### config.mk
export PLATFORM = sky130hd
export DESIGN_NAME = contiguous_fit_allocator
export DESIGN_NICKNAME = d
export VERILOG_FILES = /design/src/rtl/cfa_pkg.sv /design/src/rtl/cfa_cell.sv /design/src/rtl/contiguous_fit_allocator.sv
export VERILOG_INCLUDE_DIRS = /design/src /design/src/rtl
export SDC_FILE = /design/constraint.sdc
export NUM_CORES = 2
export LEC_CHECK = 0
export BUFFER_PORTS_ARGS = -buffer_cell sky130_fd_sc_hd__buf_2
export CAP_MARGIN = 20
export CORE_MARGIN = 1
export CORE_UTILIZATION = 40
export CTS_BUF_LIST = sky130_fd_sc_hd__clkbuf_8
export DETAILED_ROUTE_END_ITERATION = 6
export GPL_ROUTABILITY_DRIVEN = 0
export HOLD_SLACK_MARGIN = 0.15
export PLACE_DENSITY_LB_ADDON = 0.25
export SLEW_MARGIN = 20
export SYNTH_ARGS = -nofsm -noshare
export SYNTH_HDL_FRONTEND = slang
export SYNTH_SLANG_ARGS = --single-unit
### constraint.sdc
create_clock -name clk_i -period 9.13 [get_ports clk_i]
set_input_delay 1.3695 -clock clk_i [delete_from_list [all_inputs] [get_ports clk_i]]
set_output_delay 1.3695 -clock clk_i [all_outputs]
set_load 0.05 [all_outputs]
### src/rtl/contiguous_fit_allocator_defines.svh
// Assertion helpers used by the allocator RTL.
`ifndef CONTIGUOUS_FIT_ALLOCATOR_DEFINES_SVH
`define CONTIGUOUS_FIT_ALLOCATOR_DEFINES_SVH

// The consequent must hold in the same cycle as the antecedent.
`define CFA_ASSERT_SAME(label, clk, rst_n, ante, cons) \
  label: assert property (@(posedge clk) disable iff (!rst_n) (ante) |-> (cons)) \
    else $error("allocator check failed");

// The consequent must hold in the cycle after the antecedent.
`define CFA_ASSERT_NEXT(label, clk, rst_n, ante, cons) \
  label: assert property (@(posedge clk) disable iff (!rst_n) (ante) |=> (cons)) \
    else $error("allocator check failed");

`endif

### src/rtl/cfa_pkg.sv
package cfa_pkg;

  // Request word.
  typedef struct packed {
    logic        kind;
    logic [16:0] request_size;
    logic [1:0]  strategy;
    logic [15:0] handle;
  } in_word_t;

  // Result word.
  typedef struct packed {
    logic [2:0]  status;
    logic [15:0] new_handle;
    logic [15:0] base_address;
    logic [16:0] free_total;
    logic [16:0] allocated_total;
    logic [16:0] largest_free;
  } out_word_t;

  // One free range held in a cell of the free ring.
  typedef struct packed {
    logic        valid;
    logic [15:0] start;
    logic [16:0] len;
  } free_ent_t;

  // One live allocation held in a cell of the table ring.
  typedef struct packed {
    logic        valid;
    logic [15:0] handle;
    logic [15:0] addr;
    logic [16:0] len;
  } live_ent_t;

  // What a cell loads at the next edge.
  typedef enum logic [2:0] {
    CellHold,
    CellRight,
    CellLeft,
    CellLoad,
    CellClear
  } cell_op_e;

  // Address width of the managed range; capacity is limited to 2^AddrBits.
  localparam int AddrBits = 16;
  localparam logic [16:0] CapMax = 17'(1 << AddrBits);

  localparam logic KindAlloc = 1'b0;
  localparam logic KindFree  = 1'b1;

  localparam logic [1:0] StratBest  = 2'd1;
  localparam logic [1:0] StratWorst = 2'd2;

  localparam logic [2:0] StatOk       = 3'd0;
  localparam logic [2:0] StatZeroSize = 3'd1;
  localparam logic [2:0] StatNoFit    = 3'd2;
  localparam logic [2:0] StatUnknown  = 3'd3;
  localparam logic [2:0] StatFull     = 3'd4;

  localparam logic [15:0] HandleMax = 16'hFFFF;

endpackage

### src/rtl/cfa_cell.sv
// One cell of a ring: a register that holds, loads, clears or takes a neighbor's word.
module cfa_cell #(
  parameter int W = 34,
  parameter logic [W-1:0] RstVal = '0
) (
  input  logic              clk_i,
  input  logic              rst_ni,
  input  cfa_pkg::cell_op_e op_i,
  input  logic [W-1:0]      left_i,
  input  logic [W-1:0]      right_i,
  input  logic [W-1:0]      load_i,
  output logic [W-1:0]      q_o
);

  logic [W-1:0] val_d, val_q;

  // Select the next content of the cell.
  always_comb begin
    case (op_i)
      cfa_pkg::CellHold:  val_d = val_q;
      cfa_pkg::CellRight: val_d = right_i;
      cfa_pkg::CellLeft:  val_d = left_i;
      cfa_pkg::CellLoad:  val_d = load_i;
      cfa_pkg::CellClear: val_d = '0;
      default:            val_d = val_q;
    endcase
  end

  always_ff @(posedge clk_i or negedge rst_ni) begin
    if (!rst_ni) begin
      val_q <= RstVal;
    end else begin
      val_q <= val_d;
    end
  end

  assign q_o = val_q;

endmodule

### src/rtl/contiguous_fit_allocator.sv
// Contiguous range allocator with first, best and worst fit placement.
// Requests arrive on in_valid_i / in_stall_o as one in_word_i word; results
// leave on out_valid_o / out_stall_i as one out_word_o word, one per request.
// A word moves at an edge where valid is high and stall is low.
// The free list is a ring of N = MAX_ALLOCS+1 cells and the table a ring of
// MAX_ALLOCS cells; a pass rotates a ring by one cell a cycle and the
// controller looks only at the head cell. An allocate scans the free ring,
// then the table (once more per skipped handle), commits and totals the free
// ring; a free scans the table, then the free ring, commits and totals; a
// failed request goes from its scans straight to the totals. One request is
// in work at a time and the input is taken again in the cycle after the
// result is registered, so no new request is taken before the last has its result.
// The next request is taken while a result still waits in the output
// register, which holds while stalled; a second result then waits in work.
// Reset leaves one free range [0, capacity) with capacity 65536 (limited to
// 2^AddrBits), an empty table and handle counter 1. A write on cfg_we_i sets
// capacity and reinitializes everything at that edge; the user must make it
// only while the block is idle, as the block itself does not enforce this.
`include "contiguous_fit_allocator_defines.svh"
module contiguous_fit_allocator #(
  parameter int MAX_ALLOCS = 16
) (
  input  logic               clk_i,
  input  logic               rst_ni,
  input  logic               in_valid_i,
  output logic               in_stall_o,
  input  cfa_pkg::in_word_t  in_word_i,
  output logic               out_valid_o,
  input  logic               out_stall_i,
  output cfa_pkg::out_word_t out_word_o,
  input  logic               cfg_we_i,
  input  logic [16:0]        cfg_wdata_i
);

  localparam int N     = MAX_ALLOCS + 1;
  localparam int FIdxW = $clog2(N);
  localparam int FCntW = $clog2(N + 1);
  localparam int LIdxW = $clog2(MAX_ALLOCS);
  localparam logic [16:0] CapMax = cfa_pkg::CapMax;
  localparam cfa_pkg::free_ent_t FreeRst = '{valid: 1'b1, start: 16'h0, len: CapMax};
  localparam int FreeW = $bits(cfa_pkg::free_ent_t);
  localparam int LiveW = $bits(cfa_pkg::live_ent_t);

  typedef enum logic [2:0] {
    StIdle, StFscan, StLscan, StDecide, StCommit, StTscan, StOut
  } state_e;

  function automatic logic [15:0] next_handle(input logic [15:0] h);
    next_handle = (h == cfa_pkg::HandleMax) ? 16'd1 : h + 16'd1;
  endfunction

  state_e state_q;
  cfa_pkg::in_word_t  req_q;
  cfa_pkg::out_word_t out_word_q;
  logic out_valid_q;

  logic [FIdxW-1:0] cnt_q;
  logic [FCntW-1:0] fc_q;
  logic [16:0] cap_q, atot_q, ftot_q, big_q;
  logic [15:0] hc_q, h_q, newh_q, base_q;
  logic [2:0]  status_q;

  // Free-ring scan trackers.
  logic             sel_found_q;
  logic [FCntW-1:0] sel_idx_q;
  logic [15:0]      sel_start_q;
  logic [16:0]      sel_len_q;
  logic [FCntW-1:0] p_q;
  logic [15:0]      prev_start_q, r_start_q;
  logic [16:0]      prev_len_q, r_len_q;
  logic             r_found_q;

  // Table scan trackers.
  logic             slot_found_q, hit_found_q;
  logic [LIdxW-1:0] slot_idx_q, hit_idx_q;
  logic [15:0]      hit_addr_q;
  logic [16:0]      hit_len_q;

  cfa_pkg::free_ent_t f_q [N];
  cfa_pkg::live_ent_t l_q [MAX_ALLOCS];
  cfa_pkg::cell_op_e  f_op [N];
  cfa_pkg::cell_op_e  l_op [MAX_ALLOCS];
  cfa_pkg::free_ent_t f_ld, f_tail, fc_ld_ent;
  cfa_pkg::live_ent_t l_ld;

  logic             fc_ld, fc_shl, fc_shr;
  logic [FCntW-1:0] fc_ld_idx, fc_p, fc_next;
  logic             left_m, right_m, is_alloc;
  logic [16:0]      cap_new;
  logic [15:0]      key;
  logic             rot_f;
  logic             last_f, last_l;

  assign is_alloc = (req_q.kind == cfa_pkg::KindAlloc);
  assign key      = is_alloc ? h_q : req_q.handle;
  assign rot_f    = (state_q == StFscan) || (state_q == StTscan);
  assign last_f   = (cnt_q == FIdxW'(N - 1));
  assign last_l   = (cnt_q == FIdxW'(MAX_ALLOCS - 1));

  // Clamp a written capacity into its legal range.
  always_comb begin
    cap_new = cfg_wdata_i;
    if (cfg_wdata_i == 17'd0) begin
      cap_new = 17'd1;
    end else if (cfg_wdata_i > CapMax) begin
      cap_new = CapMax;
    end
  end

  // Free-list edit that the commit cycle applies to the ring.
  always_comb begin
    fc_ld     = 1'b0;
    fc_shl    = 1'b0;
    fc_shr    = 1'b0;
    fc_ld_idx = '0;
    fc_p      = '0;
    fc_ld_ent = '0;
    fc_next   = fc_q;
    left_m    = (p_q != '0) &&
                ((17'(prev_start_q) + prev_len_q) == 17'(hit_addr_q));
    right_m   = r_found_q && ((17'(hit_addr_q) + hit_len_q) == 17'(r_start_q));
    if (is_alloc) begin
      fc_p = sel_idx_q;
      if (sel_len_q == req_q.request_size) begin
        fc_shl  = 1'b1;
        fc_next = fc_q - FCntW'(1);
      end else begin
        fc_ld     = 1'b1;
        fc_ld_idx = sel_idx_q;
        fc_ld_ent = '{valid: 1'b1, start: sel_start_q + req_q.request_size[15:0],
                      len: sel_len_q - req_q.request_size};
      end
    end else if (left_m && right_m) begin
      fc_ld     = 1'b1;
      fc_ld_idx = p_q - FCntW'(1);
      fc_ld_ent = '{valid: 1'b1, start: prev_start_q,
                    len: prev_len_q + hit_len_q + r_len_q};
      fc_shl    = 1'b1;
      fc_p      = p_q;
      fc_next   = fc_q - FCntW'(1);
    end else if (left_m) begin
      fc_ld     = 1'b1;
      fc_ld_idx = p_q - FCntW'(1);
      fc_ld_ent = '{valid: 1'b1, start: prev_start_q, len: prev_len_q + hit_len_q};
    end else if (right_m) begin
      fc_ld     = 1'b1;
      fc_ld_idx = p_q;
      fc_ld_ent = '{valid: 1'b1, start: hit_addr_q, len: r_len_q + hit_len_q};
    end else if (fc_q != FCntW'(N)) begin
      fc_ld     = 1'b1;
      fc_ld_idx = p_q;
      fc_shr    = 1'b1;
      fc_p      = p_q;
      fc_ld_ent = '{valid: 1'b1, start: hit_addr_q, len: hit_len_q};
      fc_next   = fc_q + FCntW'(1);
    end
  end

  assign f_ld   = cfg_we_i ? cfa_pkg::free_ent_t'{valid: 1'b1, start: 16'h0, len: cap_new}
                           : fc_ld_ent;
  assign f_tail = rot_f ? f_q[0] : '0;
  assign l_ld   = '{valid: 1'b1, handle: h_q, addr: sel_start_q, len: req_q.request_size};

  // Free ring cells.
  for (genvar i = 0; i < N; i++) begin : g_free
    always_comb begin
      f_op[i] = cfa_pkg::CellHold;
      if (cfg_we_i) begin
        f_op[i] = (i == 0) ? cfa_pkg::CellLoad : cfa_pkg::CellClear;
      end else if (rot_f) begin
        f_op[i] = cfa_pkg::CellRight;
      end else if (state_q == StCommit) begin
        if (fc_ld && (FCntW'(i) == fc_ld_idx)) begin
          f_op[i] = cfa_pkg::CellLoad;
        end else if (fc_shl && (FCntW'(i) >= fc_p)) begin
          f_op[i] = cfa_pkg::CellRight;
        end else if (fc_shr && (FCntW'(i) > fc_p)) begin
          f_op[i] = cfa_pkg::CellLeft;
        end
      end
    end

    cfa_cell #(.W(FreeW), .RstVal((i == 0) ? FreeRst : FreeW'(0))) u_cell (
      .clk_i,
      .rst_ni,
      .op_i   (f_op[i]),
      .left_i ((i == 0) ? FreeW'(0) : f_q[(i == 0) ? 0 : i - 1]),
      .right_i((i == N - 1) ? f_tail : f_q[(i == N - 1) ? 0 : i + 1]),
      .load_i (f_ld),
      .q_o    (f_q[i])
    );
  end

  // Allocation table ring cells.
  for (genvar i = 0; i < MAX_ALLOCS; i++) begin : g_live
    always_comb begin
      l_op[i] = cfa_pkg::CellHold;
      if (cfg_we_i) begin
        l_op[i] = cfa_pkg::CellClear;
      end else if (state_q == StLscan) begin
        l_op[i] = cfa_pkg::CellRight;
      end else if (state_q == StCommit) begin
        if (is_alloc && (LIdxW'(i) == slot_idx_q)) begin
          l_op[i] = cfa_pkg::CellLoad;
        end else if (!is_alloc && (LIdxW'(i) == hit_idx_q)) begin
          l_op[i] = cfa_pkg::CellClear;
        end
      end
    end

    cfa_cell #(.W(LiveW), .RstVal(LiveW'(0))) u_cell (
      .clk_i,
      .rst_ni,
      .op_i   (l_op[i]),
      .left_i (LiveW'(0)),
      .right_i(l_q[(i == MAX_ALLOCS - 1) ? 0 : i + 1]),
      .load_i (l_ld),
      .q_o    (l_q[i])
    );
  end

  // Sequencer, scan trackers and output register.
  always_ff @(posedge clk_i or negedge rst_ni) begin
    if (!rst_ni) begin
      state_q      <= StIdle;
      out_valid_q  <= 1'b0;
      cnt_q        <= '0;
      fc_q         <= FCntW'(1);
      cap_q        <= CapMax;
      atot_q       <= '0;
      hc_q         <= 16'd1;
      sel_found_q  <= 1'b0;
      r_found_q    <= 1'b0;
      slot_found_q <= 1'b0;
      hit_found_q  <= 1'b0;
      p_q          <= '0;
    end else begin
      if (out_valid_q && !out_stall_i && (state_q != StOut)) begin
        out_valid_q <= 1'b0;
      end
      case (state_q)
        StIdle: begin
          if (cfg_we_i) begin
            cap_q  <= cap_new;
            fc_q   <= FCntW'(1);
            hc_q   <= 16'd1;
            atot_q <= '0;
          end
          if (in_valid_i) begin
            req_q        <= in_word_i;
            status_q     <= cfa_pkg::StatOk;
            newh_q       <= '0;
            base_q       <= '0;
            h_q          <= hc_q;
            cnt_q        <= '0;
            ftot_q       <= '0;
            big_q        <= '0;
            sel_found_q  <= 1'b0;
            r_found_q    <= 1'b0;
            slot_found_q <= 1'b0;
            hit_found_q  <= 1'b0;
            p_q          <= '0;
            state_q <= (in_word_i.kind == cfa_pkg::KindFree) ? StLscan : StFscan;
          end
        end
        StFscan: begin
          if (f_q[0].valid) begin
            if (is_alloc) begin
              if ((f_q[0].len >= req_q.request_size) &&
                  (!sel_found_q ||
                   ((req_q.strategy == cfa_pkg::StratBest) && (f_q[0].len < sel_len_q)) ||
                   ((req_q.strategy == cfa_pkg::StratWorst) && (f_q[0].len > sel_len_q))))
              begin
                sel_found_q <= 1'b1;
                sel_idx_q   <= FCntW'(cnt_q);
                sel_start_q <= f_q[0].start;
                sel_len_q   <= f_q[0].len;
              end
            end else if (f_q[0].start < hit_addr_q) begin
              p_q          <= FCntW'(cnt_q) + FCntW'(1);
              prev_start_q <= f_q[0].start;
              prev_len_q   <= f_q[0].len;
            end else if (!r_found_q) begin
              r_found_q <= 1'b1;
              r_start_q <= f_q[0].start;
              r_len_q   <= f_q[0].len;
            end
          end
          if (last_f) begin
            cnt_q   <= '0;
            state_q <= is_alloc ? StLscan : StCommit;
          end else begin
            cnt_q <= cnt_q + FIdxW'(1);
          end
        end
        StLscan: begin
          if (l_q[0].valid && (l_q[0].handle == key) && (key != 16'd0) && !hit_found_q) begin
            hit_found_q <= 1'b1;
            hit_idx_q   <= cnt_q[LIdxW-1:0];
            hit_addr_q  <= l_q[0].addr;
            hit_len_q   <= l_q[0].len;
          end
          if (!l_q[0].valid && !slot_found_q) begin
            slot_found_q <= 1'b1;
            slot_idx_q   <= cnt_q[LIdxW-1:0];
          end
          if (last_l) begin
            cnt_q   <= '0;
            state_q <= StDecide;
          end else begin
            cnt_q <= cnt_q + FIdxW'(1);
          end
        end
        StDecide: begin
          if (!is_alloc) begin
            if (hit_found_q) begin
              state_q <= StFscan;
            end else begin
              status_q <= cfa_pkg::StatUnknown;
              state_q  <= StTscan;
            end
          end else if (req_q.request_size == 17'd0) begin
            status_q <= cfa_pkg::StatZeroSize;
            state_q  <= StTscan;
          end else if (!sel_found_q) begin
            status_q <= cfa_pkg::StatNoFit;
            state_q  <= StTscan;
          end else if (!slot_found_q) begin
            status_q <= cfa_pkg::StatFull;
            state_q  <= StTscan;
          end else if (hit_found_q) begin
            // Candidate handle is still live: try the next one.
            h_q          <= next_handle(h_q);
            hit_found_q  <= 1'b0;
            slot_found_q <= 1'b0;
            state_q      <= StLscan;
          end else begin
            state_q <= StCommit;
          end
        end
        StCommit: begin
          fc_q <= fc_next;
          if (is_alloc) begin
            newh_q <= h_q;
            base_q <= sel_start_q;
            hc_q   <= next_handle(h_q);
            atot_q <= atot_q + req_q.request_size;
          end else begin
            atot_q <= atot_q - hit_len_q;
          end
          cnt_q   <= '0;
          state_q <= StTscan;
        end
        StTscan: begin
          if (f_q[0].valid) begin
            ftot_q <= ftot_q + f_q[0].len;
            if (f_q[0].len > big_q) begin
              big_q <= f_q[0].len;
            end
          end
          if (last_f) begin
            cnt_q   <= '0;
            state_q <= StOut;
          end else begin
            cnt_q <= cnt_q + FIdxW'(1);
          end
        end
        StOut: begin
          if (!out_valid_q || !out_stall_i) begin
            out_word_q  <= '{status: status_q, new_handle: newh_q, base_address: base_q,
                             free_total: ftot_q, allocated_total: atot_q,
                             largest_free: big_q};
            out_valid_q <= 1'b1;
            state_q     <= StIdle;
          end
        end
        default: state_q <= StIdle;
      endcase
    end
  end

  assign in_stall_o  = (state_q != StIdle);
  assign out_valid_o = out_valid_q;
  assign out_word_o  = out_word_q;

  // Checks on the sequencer and the bookkeeping.
  `CFA_ASSERT_NEXT(a_accept_leaves_idle, clk_i, rst_ni, in_valid_i && !in_stall_o, state_q != StIdle)
  `CFA_ASSERT_SAME(a_commit_has_room, clk_i, rst_ni, (state_q == StCommit) && is_alloc, sel_found_q && slot_found_q && (req_q.request_size != 17'd0))
  `CFA_ASSERT_SAME(a_alloc_within_cap, clk_i, rst_ni, state_q == StIdle, (atot_q <= cap_q) && (fc_q <= FCntW'(N)))

endmodule
==> Word-level counts from Yosys, hierarchy flattened <==
Index checks and enable logic that the tools add are counted.
{ "word_totals": {"regBits": 1786, "latchBits": 0, "ramBits": 0, "mem_bits_ro": 0, "in_bits": 58, "out_inout_bits": 88, "elab_cells": 881, "mem_count": 0} }
{ "classes": {"addsub": 15, "multipliers": 0, "div_mod_pow": 0, "n_lt_le_gt_ge": 40, "n_eq_ne": 223, "shifts": 0, "n_mux": 336, "bitwise": 3, "n_reduce_logical": 193} }
{ "op_table": {"columns": ["op", "count"], "rows": [
  ["50-bit one-hot mux with 3 select lines", 16],
  ["34-bit one-hot mux with 4 select lines", 16],
  ["3-bit two-way mux", 114],
  ["34-bit two-way mux", 8],
  ["16-bit two-way mux", 13],
  ["3-bit by 2-bit equality test with 1-bit output, second input constant", 66],
  ["2-bit two-way mux", 87],
  ["17-bit two-way mux", 8],
  ["16-bit one-hot mux with 2 select lines", 4],
  ["5-bit two-way mux", 23],
  ["3-bit equality test, second input constant", 35],
  ["17-bit one-hot mux with 2 select lines", 3],
  ["34-bit one-hot mux with 3 select lines", 1],
  ["3-bit by 1-bit equality test with 1-bit output, second input constant", 33],
  ["1-bit logical AND", 95],
  ["17-bit adder", 5],
  ["4-bit nonzero test", 17],
  ["4-bit equality test, first input constant", 16],
  ["3-bit nonzero test", 19],
  ["4-bit by 5-bit equality test with 1-bit output, first input constant", 8],
  ["4-bit by 5-bit greater-or-equal comparator with 1-bit output, first input constant", 8],
  ["4-bit by 5-bit greater-than comparator with 1-bit output, first input constant", 8],
  ["5-bit AND reduction", 8],
  ["2-bit OR reduction", 18],
  ["63 further kinds", 181]
]} }

==> Logic depth before layout (Yosys ltp) <==
{ "depth": {"ltp_word": 18, "depth_mapped": 24, "mapped_depth_nobuf": 22} }

==> Hierarchy <==
From an unflattened synthesis, not the netlist that was laid out.
{ "hier_totals": {"cells_unflattened": 12013, "hier_area_um2": 130239.9} }
{ "modules_own_cells": {"columns": ["module", "n_inst", "cells_per_inst", "area_per_inst_um2", "seq_area_each_um2"], "rows": [
  ["cfa_cell (g_live[0].u_cell ...)", 16, 341, 3784.9, 1251.2],
  ["cfa_cell (g_free[10].u_cell ...)", 16, 233, 2543.7, 850.8],
  ["contiguous_fit_allocator", 1, 2596, 26436.6, 11974.0],
  ["cfa_cell (g_free[0].u_cell)", 1, 233, 2546.2, 853.3]
]} }

==> Least setup slack after synthesis <==
No wires, ideal clock.
{ "synth_path": {"kind": "input port to flip-flop", "start": "input port out_stall_i", "end": "register out_word_q, in the netlist out_word_o[0], enable pin", "setup_time_ns": 0.636, "arrival_ns": 7.315, "path_slack_ns": 1.180, "cell_stages": 3, "cell_sequence": "nand2_1 > nand2_1 > nor3_1"} }
{ "synth_between": {"elab_chain_cells": 3} }
{ "synth_lines": {"columns": ["element", "line", "rtl"], "rows": [
  ["start, declared", "contiguous_fit_allocator.sv:29", "input logic out_stall_i,"],
  ["1-bit logical NOT", "contiguous_fit_allocator.sv:369", "if (!out_valid_q || !out_stall_i) begin"],
  ["1-bit logical OR", "contiguous_fit_allocator.sv:369", null],
  ["3-bit AND reduction (no source line)", null, null],
  ["end signal, assigned", "contiguous_fit_allocator.sv:370", "out_word_q <= '{status: status_q, new_handle: newh_q, base_address: base_q,"],
  ["end, declared", "contiguous_fit_allocator.sv:54", "cfa_pkg::out_word_t out_word_q;"]
]} }
Every way passes these cells.
A chain may end at the register's enable or synchronous reset.

==> Worst setup path after layout <==
{ "layout_path": {"start": "register prev_len_q[1]", "end": "register g_free[6].u_cell.val_q[9]"} }
{ "layout_between": {"elab_chain_cells": 16, "word_cells_on_any_way": 42} }
{ "layout_lines": {"columns": ["element", "line", "rtl"], "rows": [
  ["start, declared", "contiguous_fit_allocator.sv:70", "logic [16:0] prev_len_q, r_len_q;"],
  ["start signal, assigned", "contiguous_fit_allocator.sv:282", "prev_len_q <= f_q[0].len;"],
  ["16-bit by 17-bit adder with 17-bit output", "contiguous_fit_allocator.sv:120", "((17'(prev_start_q) + prev_len_q) == 17'(hit_addr_q));"],
  ["17-bit by 16-bit equality test with 1-bit output", "contiguous_fit_allocator.sv:120", null],
  ["1-bit logical AND", "contiguous_fit_allocator.sv:119", "left_m = (p_q != '0) &&"],
  ["5-bit two-way mux or 1-bit logical AND (tied branches)", "contiguous_fit_allocator.sv:141, contiguous_fit_allocator.sv:133", null],
  ["5-bit two-way mux", "contiguous_fit_allocator.sv:133", "end else if (left_m && right_m) begin"],
  ["5-bit two-way mux", "contiguous_fit_allocator.sv:122", "if (is_alloc) begin"],
  ["3-bit by 5-bit greater-than comparator with 1-bit output", "contiguous_fit_allocator.sv:177", "end else if (fc_shr && (FCntW'(i) > fc_p)) begin"],
  ["1-bit logical AND", "contiguous_fit_allocator.sv:177", null],
  ["2-bit two-way mux", "contiguous_fit_allocator.sv:177", null],
  ["2-bit two-way mux", "contiguous_fit_allocator.sv:175", "end else if (fc_shl && (FCntW'(i) >= fc_p)) begin"],
  ["2-bit two-way mux", "contiguous_fit_allocator.sv:173", "if (fc_ld && (FCntW'(i) == fc_ld_idx)) begin"],
  ["2-bit two-way mux", "contiguous_fit_allocator.sv:172", "end else if (state_q == StCommit) begin"],
  ["2-bit two-way mux", "contiguous_fit_allocator.sv:170", "end else if (rot_f) begin"],
  ["3-bit two-way mux", "contiguous_fit_allocator.sv:168", "if (cfg_we_i) begin"],
  ["3-bit equality test, or another cell as far along", "cfa_cell.sv:19", "case (op_i)"],
  ["34-bit one-hot mux with 4 select lines or 4-bit nonzero test (tied branches)", null, null],
  ["end signal, assigned", "cfa_cell.sv:31", "val_q <= RstVal;"],
  ["end signal, assigned", "cfa_cell.sv:33", "val_q <= val_d;"],
  ["end, declared", "cfa_cell.sv:15", "logic [W-1:0] val_d, val_q;"]
]} }
Parallel ways exist; a longest one is shown, timed or not.

==> impl_metrics.toml <==
[status]
status = "complete, but fails checks"
violations = "DRC"

[setup_path]
path_buf_inv = 3
end_kind = "flop"
cp_slowest_cell = "a21oi_1"
crit_required_ns = 10.09
path_cells = "ha_1 > a211oi_1 > o21bai_1 > o21ai_0 > o311a_1 > o22ai_1 > a21oi_1 > nand2_1 > buf_4 > nor3_1 > nor4_2 > nand3_1 > buf_4 > and2_2 > buf_4 > nand2_1 > o22a_1"
timing.critical_path.mode_cell = "buf_4"
regToRegSetupSlack_ns = 1.93
cp.arrival_ns = 8.16
cpPeakStageDelay_ns = 0.89
worstPathMaxFanout = 45
critPathKind = "reg -> reg"
startpoint_type = "flop"
crit_family = "simple AND/OR/NAND/NOR gates"

[grt]
grt_overflow = 0
grt_first_pass_wirelength_um = 525800
grt_pass1_vias = 78559
grt_start_max_net_pins = 167
grt.total_usage = 0.2883
antenna_found_initial = 17

[synthesis]
ys_types = 120
synth_top_area_frac = 0.3756
synth_nets = 9808
seq_area_frac_synth = 0.4876
synthTopCellsByCount = "dfrtp_1, nand2_1, mux2i_1"
yosys_warnings = 0
synth-edff-count = 352
ys_seq_elements = 1786
synthArstFlopShare = 0.8029
synthTopCellsByArea = "dfrtp_1, mux2i_1, edfxtp_1, o21ai_0, nand2_1"
avgSynthCellArea_um2 = 10.01
synth_top_flop_cell = "dfrtp_1"
syn-cell-area_um2 = 95280
syn_inst = 9521
synth_most_common_cell = "dfrtp_1"
yosysTopAreaCell = "dfrtp_1"

[power]
power.leakage_nw = 46.90
powerDensity_nw_per_um2 = 257.7
peakVddDrop_mv = 0.1863

[detailed_routing]
route.detailed.drc = 357
vias = 80329
first_pass_iters = 7
routed_wl_um = 357200
drt-wirelength-per-cell_um = 27.87
first_iter_violations = 9978
ant_nets = 0
vias_per_cell = 6.267

[clock_tree]
clkLatencyLatePin_ns = 1.11
holdBufCountCts = 0
clk_path_buf_depth = 4
clkSinkCount = 1786
clkSlewWorstSetupHoldPaths_ns = 0.06
h-tree-depth = 5
clockRootBuffer = "clkbuf_8"
post_cts_buffers = 0
cts_buffers = 335
cts_tree = "yes"
cts_resized = 0

[sta]
finalClockSkew_ns = 0.09785
hold_viol = 0
fmax_mhz = 139.0
period_share = 0.7881
finalMaxSlewViolations = 0
slew_headroom = 0.1846
finalSetupViolations = 0
tns_ns = 0
grt_setup_unrepaired = "no"
tightest_slew_ns = 1.217
fin_crit_ns = 7.195

[floorplanning]
ios = 146
core_region_area_um2 = 236100
start_util = 0.4036
dieArea_um2 = 240200
die_y_um = 490.1
die_w_um = 490.1
rows = 178

[worst_hold_path]
hold_path_class = "in -> async"

[flow_run]
maxCapViolCount = 0

[placed_design]
place.port_buffers = 145
dpl.cell_count = 12229
dp_hpwl_um = 226800

[layout]
syn_to_final_growth_pct = 10.83
fillers = 22214
drive_gt1_frac = 0.1075
nNetsFinal = 9708
fin_cells = 12817
[path summary, 6_finish.rpt]
| check | start | end | cells past startpoint |
|---|---|---|---|
| min in group clk_i | newh_q[10] | out_word_o[77] | 0 |
| setup / recovery | prev_len_q[1] | g_free[6].u_cell.q_o[9] | 17 |
| setup reg to reg | prev_len_q[1] | g_free[6].u_cell.q_o[9] | 17 |
| max in group asynchronous | rst_ni | g_free[5].u_cell.q_o[21] | 4 |
| hold reg to reg | newh_q[10] | out_word_o[77] | 0 |
| hold / removal | rst_ni | g_live[0].u_cell.q_o[16] | 1 |
[stage by stage]
stage | cell area (um^2) | util | power, W | setup WS, ns | hold slack (ns)
after floorplan | 95280 | - | 0.01626 | 1.180 | 0.4003
after CTS | 105400 | 0.4467 | 0.02703 | 2.032 | 0.2219
after detailed placement | 99070 | 0.4197 | 0.01939 | 2.104 | 0.4061
after global routing | 105600 | 0.4472 | 0.02829 | 1.759 | 0.2557
after global placement | 99040 | 0.4195 | 0.01921 | 2.491 | 0.4043
final | 105600 | 0.4473 | 0.02722 | 1.935 | 0.2410
[kinds of logic after synthesis]
family	synth area share
multiplexers	0.1257
AND/OR/NAND/NOR	0.1117
flip-flops	0.4876
adder cells (fa/ha/maj)	0.03078
AO/OA/AOI/OAI	0.1861
XOR/XNOR	0.01543
buffers and inverters	0.04278
[where the power goes]
group          switching, W  internal (W)  leakage, nW  total, W
Clock               0.00356       0.00408         3.69   0.00764
Combinational       0.00554       0.00307         20.5   0.00861
Sequential          0.00152       0.00944         22.7    0.0110
[placed cells by master (no fill, tap or decap), types with 42 or more instances in the layout]
cell type  instances
a211oi_1          42
a21o_1            65
a21oi_1          369
a22oi_1           84
a2bb2oi_1        125
a31oi_1           96
and3_1            80
buf_2            143
buf_4            206
clkbuf_8         399
dfrtp_1         1429
edfxtp_1         352
ha_1             220
inv_1            297
mux2i_1         1157
nand2_1         1150
nand3_1           90
nand4_1           42
nor2_1           545
nor3_1           154
o211ai_1         108
o21ai_0         1096
o221ai_1          62
o22ai_1          130
o31ai_1           49
o32ai_1           98
or3_1             74
xnor2_1          104
xor2_1            62
[state kept, by name, summed over array words and instances, names as in the netlist, 17 cells and up]
name	flops
g_live.u_cell.q_o	800
g_free.u_cell.q_o	578
out_word_o	86
req_q	19
atot_q	17
big_q	17
ftot_q	17
hit_len_q	17
l_ld	17
prev_len_q	17
r_len_q	17
sel_len_q	17
[layer usage]
metal | GRT usage | share of wire | up-vias
met3 | 0.08106 | 0.11 | 1040
met1 | 0.3842 | 0.41 | 40203
li1 | - | - | 34704
met5 | 0.0001984 | 0.00029 | -
met2 | 0.4304 | 0.44 | 4370
met4 | 0.1377 | 0.050 | 12
[area by class of cell]
class,instances,area [um^2],share of cell area
antenna,11,27.53,0.0002607
inverter,191,716.9,0.006789
multi-input combinational,6738,45420,0.4302
timing repair buffer,369,2649,0.02508
clock buffer,399,5492,0.05200
tap,3150,3941,0.03732
clock inverter,173,887.1,0.008401
sequential,1786,46460,0.4400
Power figures use the tool's default switching activity.
